===== src/rtl/slcd_pkg.sv =====
// Package for the sync/length/command deframer: phase and result codes,
// the result record carried between the parser, the queue and the output stage.
// Depends on nothing.
`default_nettype none

package slcd_pkg;

  localparam logic [7:0]  SYNC_FIRST        = 8'hFF;
  localparam logic [7:0]  SYNC_SECOND       = 8'hFE;
  localparam logic [31:0] HEADER_BYTES      = 32'd4;
  localparam logic [15:0] MAX_PAYLOAD_RESET = 16'd4086;

  typedef enum logic [2:0] {
    PH_HUNT = 3'd0,
    PH_LEN  = 3'd1,
    PH_CMD  = 3'd2,
    PH_PAY  = 3'd3,
    PH_SUM  = 3'd4
  } phase_t;

  typedef enum logic [1:0] {
    KIND_PAYLOAD = 2'd0,
    KIND_GOOD    = 2'd1,
    KIND_BADSUM  = 2'd2,
    KIND_REJECT  = 2'd3
  } kind_t;

  typedef struct packed {
    kind_t       kind;
    logic [7:0]  data;
    logic [15:0] command;
    logic [15:0] length;
    logic        eop;
  } result_t;

endpackage

`default_nettype wire


===== src/rtl/slcd_front.sv =====
// Parser front end: sync hunt, length and command capture, checksum compare.
// Produces at most one result record per accepted byte. Uses slcd_pkg.
`default_nettype none

module slcd_front
  import slcd_pkg::*;
(
  input  logic        clk,
  input  logic        rst,
  input  logic        cfg_valid,
  input  logic [15:0] cfg_data,
  input  logic        accept,
  input  logic [7:0]  stream_byte,
  input  logic        abort_frame,
  output logic        res_valid,
  output result_t     res
);

  phase_t      phase;
  phase_t      phase_next;
  logic        saw_first;
  logic [15:0] count;
  logic [23:0] len_lo;
  logic [15:0] plen;
  logic [15:0] cmd;
  logic [15:0] run_sum;
  logic [7:0]  recv_lo;
  logic [15:0] max_payload;

  logic [31:0] len_full;
  logic [31:0] len_diff;
  logic        len_short;
  logic        len_over;
  logic        len_last;
  logic        len_reject;
  logic [15:0] count_inc;
  logic        pay_done;
  logic        sync_hit;
  logic        sum_done;
  logic        clear_frame;
  logic        hunting;

  assign len_full   = {stream_byte, len_lo};
  assign len_diff   = len_full - HEADER_BYTES;
  assign len_short  = len_full < HEADER_BYTES;
  assign len_over   = len_diff > {16'b0, max_payload};
  assign len_last   = (count[1:0] == 2'd3);
  assign len_reject = len_last && (len_short || len_over);
  assign count_inc  = count + 16'd1;
  assign pay_done   = count_inc >= plen;
  assign sync_hit   = saw_first && (stream_byte == SYNC_SECOND);
  assign sum_done   = count[0];
  assign hunting    = !(phase == PH_LEN || phase == PH_CMD || phase == PH_PAY ||
                        phase == PH_SUM);

  assign clear_frame = accept && (abort_frame ||
                       (phase == PH_LEN && len_reject) ||
                       (phase == PH_SUM && sum_done) ||
                       (hunting && sync_hit));

  always_comb begin
    phase_next = phase;
    if (accept) begin
      if (abort_frame) begin
        phase_next = PH_HUNT;
      end else begin
        unique case (phase)
          PH_LEN: begin
            if (len_last) phase_next = len_reject ? PH_HUNT : PH_CMD;
          end
          PH_CMD: begin
            if (count[0]) phase_next = (plen == 16'd0) ? PH_SUM : PH_PAY;
          end
          PH_PAY: begin
            if (pay_done) phase_next = PH_SUM;
          end
          PH_SUM: begin
            if (sum_done) phase_next = PH_HUNT;
          end
          default: begin
            phase_next = sync_hit ? PH_LEN : PH_HUNT;
          end
        endcase
      end
    end
  end

  always_comb begin
    res_valid   = 1'b0;
    res.kind    = KIND_PAYLOAD;
    res.data    = 8'd0;
    res.command = 16'd0;
    res.length  = 16'd0;
    res.eop     = 1'b0;
    if (accept && !abort_frame) begin
      unique case (phase)
        PH_LEN: begin
          if (len_reject) begin
            res_valid = 1'b1;
            res.kind  = KIND_REJECT;
            res.eop   = 1'b1;
            if (len_short) begin
              res.length = 16'd0;
            end else if (len_diff[31:16] != 16'd0) begin
              res.length = 16'hFFFF;
            end else begin
              res.length = len_diff[15:0];
            end
          end
        end
        PH_PAY: begin
          res_valid   = 1'b1;
          res.kind    = KIND_PAYLOAD;
          res.data    = stream_byte;
          res.command = cmd;
          res.length  = plen;
        end
        PH_SUM: begin
          if (sum_done) begin
            res_valid   = 1'b1;
            res.kind    = ({stream_byte, recv_lo} == run_sum) ? KIND_GOOD : KIND_BADSUM;
            res.command = cmd;
            res.length  = plen;
            res.eop     = 1'b1;
          end
        end
        default: begin
          res_valid = 1'b0;
        end
      endcase
    end
  end

  always_ff @(posedge clk) begin
    if (rst) begin
      phase       <= PH_HUNT;
      saw_first   <= 1'b0;
      count       <= 16'd0;
      len_lo      <= 24'd0;
      plen        <= 16'd0;
      cmd         <= 16'd0;
      run_sum     <= 16'd0;
      recv_lo     <= 8'd0;
      max_payload <= MAX_PAYLOAD_RESET;
    end else begin
      phase <= phase_next;
      if (cfg_valid) max_payload <= cfg_data;
      if (clear_frame) begin
        saw_first <= 1'b0;
        count     <= 16'd0;
        len_lo    <= 24'd0;
        plen      <= 16'd0;
        cmd       <= 16'd0;
        run_sum   <= 16'd0;
        recv_lo   <= 8'd0;
      end else if (accept) begin
        unique case (phase)
          PH_LEN: begin
            unique case (count[1:0])
              2'd0: len_lo[7:0]   <= stream_byte;
              2'd1: len_lo[15:8]  <= stream_byte;
              2'd2: len_lo[23:16] <= stream_byte;
              default: plen       <= len_diff[15:0];
            endcase
            count <= len_last ? 16'd0 : count_inc;
          end
          PH_CMD: begin
            if (count[0]) begin
              cmd[15:8] <= stream_byte;
              count     <= 16'd0;
            end else begin
              cmd[7:0] <= stream_byte;
              count    <= 16'd1;
            end
          end
          PH_PAY: begin
            run_sum <= run_sum + {8'd0, stream_byte};
            count   <= pay_done ? 16'd0 : count_inc;
          end
          PH_SUM: begin
            recv_lo <= stream_byte;
            count   <= 16'd1;
          end
          default: begin
            saw_first <= (stream_byte == SYNC_FIRST);
          end
        endcase
      end
    end
  end

  // An abort always lands the parser back in the hunt with a cleared sum.
  a_abort_clears: assert property (@(posedge clk) disable iff (rst)
    accept && abort_frame |=> phase == PH_HUNT && run_sum == 16'd0 && count == 16'd0)
    else $error("abort did not clear the frame state");

  // The payload counter never runs past the payload length.
  a_count_bound: assert property (@(posedge clk) disable iff (rst)
    phase == PH_PAY |-> count < plen)
    else $error("payload count beyond payload length");

endmodule

`default_nettype wire


===== src/rtl/slcd_fifo.sv =====
// Short result queue between the parser and the output stage.
// Register array with read and write pointers. Uses slcd_pkg.
`default_nettype none

module slcd_fifo
  import slcd_pkg::*;
#(
  parameter int DEPTH = 4
) (
  input  logic    clk,
  input  logic    rst,
  input  logic    wr_en,
  input  result_t wr_data,
  input  logic    rd_en,
  output result_t rd_data,
  output logic    is_full,
  output logic    is_empty
);

  localparam int PW = (DEPTH > 1) ? $clog2(DEPTH) : 1;
  localparam int CW = $clog2(DEPTH + 1);
  localparam logic [PW-1:0] LAST = PW'(DEPTH - 1);
  localparam logic [CW-1:0] FULL_COUNT = CW'(DEPTH);

  result_t       mem [DEPTH];
  logic [PW-1:0] wptr;
  logic [PW-1:0] rptr;
  logic [CW-1:0] count;

  assign is_full  = (count == FULL_COUNT);
  assign is_empty = (count == '0);
  assign rd_data  = mem[rptr];

  always_ff @(posedge clk) begin
    if (wr_en) mem[wptr] <= wr_data;
  end

  always_ff @(posedge clk) begin
    if (rst) begin
      wptr  <= '0;
      rptr  <= '0;
      count <= '0;
    end else begin
      if (wr_en) wptr <= (wptr == LAST) ? '0 : wptr + PW'(1);
      if (rd_en) rptr <= (rptr == LAST) ? '0 : rptr + PW'(1);
      if (wr_en && !rd_en) begin
        count <= count + CW'(1);
      end else if (rd_en && !wr_en) begin
        count <= count - CW'(1);
      end
    end
  end

  a_no_overflow: assert property (@(posedge clk) disable iff (rst)
    wr_en && !rd_en |-> !is_full)
    else $error("write into a full queue");

  a_no_underflow: assert property (@(posedge clk) disable iff (rst)
    rd_en |-> !is_empty)
    else $error("read from an empty queue");

  a_count_step: assert property (@(posedge clk) disable iff (rst)
    wr_en && !rd_en |=> count == $past(count) + CW'(1))
    else $error("queue count did not advance on a write");

endmodule

`default_nettype wire


===== src/rtl/slcd_back.sv =====
// Output stage: holds the oldest result and refills from the queue.
// Uses slcd_pkg.
`default_nettype none

module slcd_back
  import slcd_pkg::*;
(
  input  logic    clk,
  input  logic    rst,
  input  logic    q_empty,
  input  result_t q_data,
  output logic    q_rd,
  input  logic    pop,
  output logic    out_valid,
  output result_t out_data
);

  logic load;

  assign load = !q_empty && (!out_valid || pop);
  assign q_rd = load;

  always_ff @(posedge clk) begin
    if (rst) begin
      out_valid <= 1'b0;
    end else if (load) begin
      out_valid <= 1'b1;
    end else if (pop) begin
      out_valid <= 1'b0;
    end
  end

  always_ff @(posedge clk) begin
    if (load) out_data <= q_data;
  end

endmodule

`default_nettype wire


===== src/rtl/sync_length_command_deframer_unit.sv =====
// Top level of the sync/length/command deframer: parser, result queue, output stage.
// Depends on slcd_pkg, slcd_front, slcd_fifo and slcd_back.
//
//   channel   handshake               payload
//   input     push / full             stream_byte, abort_frame
//   result    empty / pop             result_kind, payload_byte, packet_command,
//                                     payload_length, end_of_packet
//   config    cfg_valid / cfg_ready   cfg_data (max_payload_bytes)
//
// One byte beat is accepted per cycle while full is low; the parser handles it in that cycle.
// A result enters the result queue at the edge that accepts its byte, then moves into the output register.
// full rises only when the result queue is full; cfg_ready is always high.
// Reset returns the parser to the sync hunt and sets the payload limit to 4086.
`default_nettype none

module sync_length_command_deframer_unit
  import slcd_pkg::*;
#(
  parameter int QUEUE_DEPTH = 4
) (
  input  logic        clk,
  input  logic        rst,
  input  logic        push,
  output logic        full,
  input  logic [7:0]  stream_byte,
  input  logic        abort_frame,
  output logic        empty,
  input  logic        pop,
  output logic [1:0]  result_kind,
  output logic [7:0]  payload_byte,
  output logic [15:0] packet_command,
  output logic [15:0] payload_length,
  output logic        end_of_packet,
  input  logic        cfg_valid,
  output logic        cfg_ready,
  input  logic [15:0] cfg_data
);

  logic    accept;
  logic    res_valid;
  result_t res;
  logic    q_full;
  logic    q_empty;
  logic    q_rd;
  result_t q_data;
  logic    out_valid;
  result_t out_data;

  assign cfg_ready = 1'b1;
  assign full      = q_full;
  assign accept    = push && !q_full;

  slcd_front u_front (
    .clk         (clk),
    .rst         (rst),
    .cfg_valid   (cfg_valid),
    .cfg_data    (cfg_data),
    .accept      (accept),
    .stream_byte (stream_byte),
    .abort_frame (abort_frame),
    .res_valid   (res_valid),
    .res         (res)
  );

  slcd_fifo #(
    .DEPTH (QUEUE_DEPTH)
  ) u_fifo (
    .clk      (clk),
    .rst      (rst),
    .wr_en    (res_valid),
    .wr_data  (res),
    .rd_en    (q_rd),
    .rd_data  (q_data),
    .is_full  (q_full),
    .is_empty (q_empty)
  );

  slcd_back u_back (
    .clk       (clk),
    .rst       (rst),
    .q_empty   (q_empty),
    .q_data    (q_data),
    .q_rd      (q_rd),
    .pop       (pop),
    .out_valid (out_valid),
    .out_data  (out_data)
  );

  assign empty          = !out_valid;
  assign result_kind    = out_data.kind;
  assign payload_byte   = out_data.data;
  assign packet_command = out_data.command;
  assign payload_length = out_data.length;
  assign end_of_packet  = out_data.eop;

endmodule

`default_nettype wire


===== config.mk =====
export PLATFORM = sky130hd
export DESIGN_NAME = sync_length_command_deframer_unit
export DESIGN_NICKNAME = d
export VERILOG_FILES = /design/src/rtl/slcd_pkg.sv /design/src/rtl/slcd_front.sv /design/src/rtl/slcd_fifo.sv /design/src/rtl/slcd_back.sv /design/src/rtl/sync_length_command_deframer_unit.sv
export SDC_FILE = /design/constraint.sdc
export NUM_CORES = 1
export LEC_CHECK = 0
export ABC_AREA = 1
export BUFFER_PORTS_ARGS = -buffer_cell sky130_fd_sc_hd__buf_2
export CAP_MARGIN = 30
export CORE_ASPECT_RATIO = 2
export CORE_MARGIN = 2
export CORE_UTILIZATION = 46
export CTS_CLUSTER_SIZE = 30
export DETAILED_ROUTE_END_ITERATION = 6
export SYNTH_ARGS = -nofsm -noshare
export SYNTH_HDL_FRONTEND = slang
export SYNTH_HIERARCHICAL = 1
export SYNTH_SLANG_ARGS = --single-unit

===== constraint.sdc =====
create_clock -name clk -period 8.26 [get_ports clk]
set_clock_uncertainty 0.05 [all_clocks]
set_input_delay 1.652 -clock clk [delete_from_list [all_inputs] [get_ports clk]]
set_output_delay 1.652 -clock clk [all_outputs]
set_load 0.05 [all_outputs]

Word-level counts from Yosys, hierarchy flattened
Memories as Yosys holds them, arrays and structs flattened. A register that Yosys moved wholly into a read port is not among the register bits. Cells that the tools add are included.

Register bits: 124. RAM bits: 172. Output and inout bits: 46. Logic and storage cells: 132. Memories: 1.

Add/sub/neg operators: 7. Magnitude comparators: 3. Equality and inequality tests: 17. Multiplexer cells: 38. Bitwise logic cells: 3. Reductions and logical operators: 47.

Memory list: u_fifo.mem (words 4, bits a word 43, read ports 1, clocked after memory_dff 1, write ports 1, RTL line slcd_fifo.sv:25) `result_t mem [DEPTH];`.

Operators by type and width (count): two-way mux 16 bit (4); case mux 16 bit (4 select lines) (1); case mux 16 bit (3 select lines) (1); two-way mux 43 bit (1); two-way mux 33 bit (1); greater-than comparator 32 x 16 -> 1 bit (1); less-than comparator 32 x 3 -> 1 bit (second input constant) (1); case mux 16 bit (2 select lines) (1); subtractor 32 x 3 -> 32 bit (second input constant) (1); two-way mux 3 bit (8); AND reduction 3 bit (6); two-way mux 17 bit (1); adder 16 x 1 -> 16 bit (second input constant) (1); adder 16 x 8 -> 16 bit (1); == test 16 bit (1); == test 8 bit (second input constant) (2); >= comparator 16 bit (1); logical NOT 16 bit (1); nonzero test 16 bit (1); two-way mux 2 bit (6); inequality test 3 x 2 -> 1 bit (second input constant) (4); case mux 3 bit (4 select lines) (1); logical AND 1 bit (11); two-way mux 1 bit (9); 24 further kinds (49).

Depth between registers and ports, before layout
Word-level depth: 11. Mapped depth: 27.

Cells and area by module
Netlist, hierarchy kept.

Modules (own cells, without submodules): slcd_front (times used 1, cells an instance 1165, area each 7855.0 sq um, sequential area each 2322.2 sq um); slcd_fifo (times used 1, cells an instance 474, area each 6812.8 sq um, sequential area each 5345.1 sq um); slcd_back (times used 1, cells an instance 48, area each 1335.0 sq um, sequential area each 1311.3 sq um); sync_length_command_deframer_unit (times used 1, cells an instance 5, area each 25.0 sq um, sequential area each 0.0 sq um).

Worst setup path before layout
No wires, ideal clock.

Path kind: input port to flip-flop. Start point: input port pop. End point: register u_fifo.count[1]. Library setup time: 116 ps. Data arrival time: 5173 ps. Required time: 8094 ps. Setup slack: 2921 ps. Stages: 8. Buffers on the path: 0. Path through: inv_2 -> a21oi_1 -> inv_1 -> ha_1 -> inv_1 -> fa_1 -> o21ai_0 -> nor2_1.

Cells in the longest elaborated chain, start to end: 5. Elaborated cells between the ends (all ways): 7.

Ends and longest elaborated chain: start: declaration (RTL line sync_length_command_deframer_unit.sv:28) `input logic pop,`; logical OR 1 bit (*) (RTL line slcd_back.sv:20) `assign load = !q_empty && (!out_valid || pop);`; logical AND 1 bit (*) (RTL line slcd_back.sv:20); via q_rd (RTL line sync_length_command_deframer_unit.sv:44) `logic q_rd;`; logical NOT 1 bit (RTL line slcd_fifo.sv:46) `if (wr_en && !rd_en) begin`; logical AND 1 bit (RTL line slcd_fifo.sv:46); two-way mux 3 bit / nonzero test 2 bit (equally long branches); end signal: assignment (RTL line slcd_fifo.sv:47) `count <= count + CW'(1);`; end signal: assignment (RTL line slcd_fifo.sv:49) `count <= count - CW'(1);`; end: declaration (RTL line slcd_fifo.sv:28) `logic [CW-1:0] count;`.

The timed path passes the listed nets; every way through them passes the cells marked *. A chain may end at the register's enable or synchronous reset.

Final worst setup path
Start point: register u_front.count[0]. End point: register u_front.count[12].

Cells in the longest elaborated chain, start to end: 8. Elaborated cells between the ends (all ways): 14.

Ends and longest elaborated chain: start: declaration (RTL line slcd_front.sv:22) `logic [15:0] count;`; start signal: assignment (RTL line slcd_front.sv:165) `count <= len_last ? 16'd0 : count_inc;`; start signal: assignment (RTL line slcd_front.sv:178) `count <= pay_done ? 16'd0 : count_inc;`; branches (longest 8 deep; another with adder 16 x 1 -> 16 bit).

Parallel ways; which one is timed is not known.

==> impl_results.md <==
* Status: finished, final reports clean
* Setup TNS at 0 ns
* Max incr delay on CP at 0.56 ns
* Vias in the first global route at 11510
* Critical-path cell list: ha_1 -> nand3_1 -> nor2_1 -> nand2_1 -> nor3_1 -> nand2_1 -> nor2_1 -> nand3_1 -> nor2_1 -> xor2_1 -> ha_1 -> nand2_1 -> and3b_1 -> a2111oi_0 -> nand2_1 -> nand2_1 -> nand2_1 -> o21ai_0 -> inv_1 -> nor2_1
* Slew Limit Headroom at 0.3865
* Avg Cell Area, Syn at 9.473 um2
* Period Utilization, post-route at 0.5836
* Top FF cell, synth: edfxtp_1
* Power per cell area at 269.3 nW/um2
* Area Growth Syn to Fin at 9.797%
* Fillcell total at 3276
* Most used cell, CP: nand2_1
* Root Buffer: clkbuf_16
* Place WS at 3.293 ns
* Most common cell after layout, fill and taps aside: nor2_1
* Fin worst setup slack at 3.439 ns
* Max-cap viol count at 0
* Worst-Margin Slew at 0.9203 ns
* Vias at 11710
* Most frequent cells in the layout: 298 x nor2_1, 215 x edfxtp_1, 204 x nand2_1
* Area of the multi-input gates at 5962 um2
* Initial Util at 0.4666
* DP HPWL at 29.29 mm
* Total gr overflow at 0
* WS Path Type: reg2reg
* Worst setup EP type: register
* TritonCTS clock tree: done
* Post-synth EDFFs at 215
* Sequential cell area at 8980 um2
* Average vias per placed instance at 5.308
* Antenna cells at 0
* Die Ht at 268.0 um
* Top Ports at 76
* I/O Buffers at 74
* Number of antenna violations at the first check in global routing at 0
* Final max-slew violation count at 0
* Final Cell Area at 17600 um2
* Syn Nets at 1777
* Arrival @ worst endpoint at 5.28 ns
* DR pass1 iterations at 5
* Die W at 136.0 um
* FF+latch count, synth at 341
* Core ar. at 34350 um2
* Hold buffers post-CTS at 0
* Leakage at 6.978 nW
* RSZ-0062 raised after global routing: no
* Postcts setup bufs at 0
* DRC at 0
* Synthesis Warnings at 6
* Largest net degree at the start of global routing at 87
* Maximum root-to-sink buffer count at 3
* Worst EP required at 8.72 ns
* Design Power at 0.004739 W
* H-tree depth at 1
* Final WL at 41.36 mm
* 1st-iter DRT viols at 737
* GR Util All Layers at 0.2288
* Area after DPL at 16630 um2
* Max FO, Critical Path at 9
* Post-Synthesis Cells at 1692
* Final hold vios at 0
* Final setup vio count at 0
* DIE AREA at 36440 um2
* Post-route ant nets at 0
* Post-CTS sizing at 0
* Sequential element share of the synthesized area at 0.5602
* WL per Instance at 18.76 um
* Placement Rows at 96
* First-pass GRT wire length at 63.42 mm
* Buf/Inv on CP at 1
* Clock sinks at 341
* Startpoint Class: register
* Maximum ir drop on the vdd rail at 0.2690 mV
* F_max at 207.4 MHz
* Gp weighted congestion at 0.8873
* CTS buffer count at 29
* Worst min path class: reg2reg
* Top delay family on crit path: simple AND/OR/NAND/NOR gates
* CTS clk-pin slew, worst paths at 0.07 ns
* Post-Syn Area at 16030 um2
* Share of post-route cells with drive strength above 1 at 0.1139
* Synth async-reset ratio at 0
* Clk Latency, worst-skew pair at 0.58 ns
* Layout Nets at 1826
* Slowest CP cell: dfxtp_1
* Synth cell types at 47
* Final Util at 0.5123
* Tmin final at 4.821 ns
==> worst min-delay path, cell delays in order, from the launching register on <==
cell and delay (ns):
dfxtp_1 0.30, inv_1 0.07, a21oi_1 0.07
==> layout make-up <==
class,instances,area share
Clock inverter,20,0.01152
Clock buffer,34,0.04344
Inverter,171,0.03647
Multi-Input combinational cell,1110,0.3388
Timing Repair Buffer,88,0.02816
Sequential cell,341,0.5103
Tap cell,441,0.03135
==> final timing paths <==
| kind | slack, ns | from | endpoint | cells after the start |
|---|---|---|---|---|
| setup / recovery | 3.44 | u_front/count[0] | u_front/count[12] | 20 |
| hold / removal | 0.43 | u_front/max_payload[13] | u_front/max_payload[13] | 2 |
| setup reg to reg | 3.44 | u_front/count[0] | u_front/count[12] | 20 |
| hold reg to reg | 0.43 | u_front/max_payload[13] | u_front/max_payload[13] | 2 |
==> flip-flops by register name (all words and copies together), names as in the netlist, named ones only <==
| signal | count |
|---|---|
| u_front/len_lo | 24 |
| u_fifo/wptr | 2 |
| u_fifo/count | 3 |
| u_front/recv_lo | 8 |
| u_front/max_payload | 16 |
| u_front/plen | 16 |
| u_front/phase | 3 |
| u_front/count | 16 |
| u_front/saw_first | 1 |
| u_fifo/rptr | 2 |
| u_back/out_valid | 1 |
| u_back/out_data | 43 |
| u_front/cmd | 16 |
| u_fifo/mem | 172 |
| u_front/run_sum | 16 |
==> cell families after synthesis <==
family                     synth area share
and+or+nand+nor                      0.1848
DFF                                  0.5602
AOI/OAI and AO/OA                    0.1123
buffers and inverters               0.06854
adders and majority gates           0.04387
xor gates and xnor gates            0.02951
other                             0.0002340
muxes                             0.0006245
==> through the flow <==
step	cells	hold slack, ns
finish	2205	0.4263
global route	2205	0.4415
CTS	2205	0.4312
detailed placement	2151	0.4216
global placement	2150	0.4168
floorplan	1692	0.3852
==> report_power, final <==
group          leakage, nW  total (W)  switching [W]  internal (W)
Clock                0.471    0.00140       0.000632      0.000764
Sequential            3.04    0.00208      0.0000568       0.00202
Combinational         3.47    0.00127       0.000975      0.000292
Total                 6.98    0.00474        0.00166       0.00307
==> synth_stat cells, types with 2 or more instances <==
library cell	n	area (um2)
nand3_1	38	190.2
or2_2	2	12.51
clkinv_1	2	7.510
nand2_2	9	56.30
nand3_2	3	30.03
o22ai_1	46	287.8
edfxtp_1	215	6456
ha_1	53	663.1
xnor2_1	3	26.28
buf_4	11	82.58
xor2_1	51	446.7
nor2_4	28	315.3
inv_2	5	18.77
fa_1	2	40.04
nor3_1	38	190.2
dfxtp_1	126	2522
o21ai_0	186	930.9
buf_6	11	123.9
a31oi_1	10	62.56
o21ai_1	9	45.04
nor2_1	298	1119
nor4_1	7	43.79
clkbuf_1	35	131.4
nand2_1	204	765.7
buf_12	3	60.06
nor2_2	11	68.82
buf_2	8	40.04
nand3b_1	3	22.52
inv_1	164	615.6
nor2_8	2	40.04
nand4_1	14	87.58
a21oi_1	80	400.4
==> per-layer routing <==
layer | vias to the layer above | share of wire | GRT usage
li1 | 5784 | - | -
met2 | 252 | 0.55 | 0.4459
met3 | 81 | 0.031 | 0.02094
met5 | - | 0 | 0
met4 | 0 | 0.048 | 0.1064
met1 | 5588 | 0.37 | 0.2425
Power figures use the tool's default switching activity.
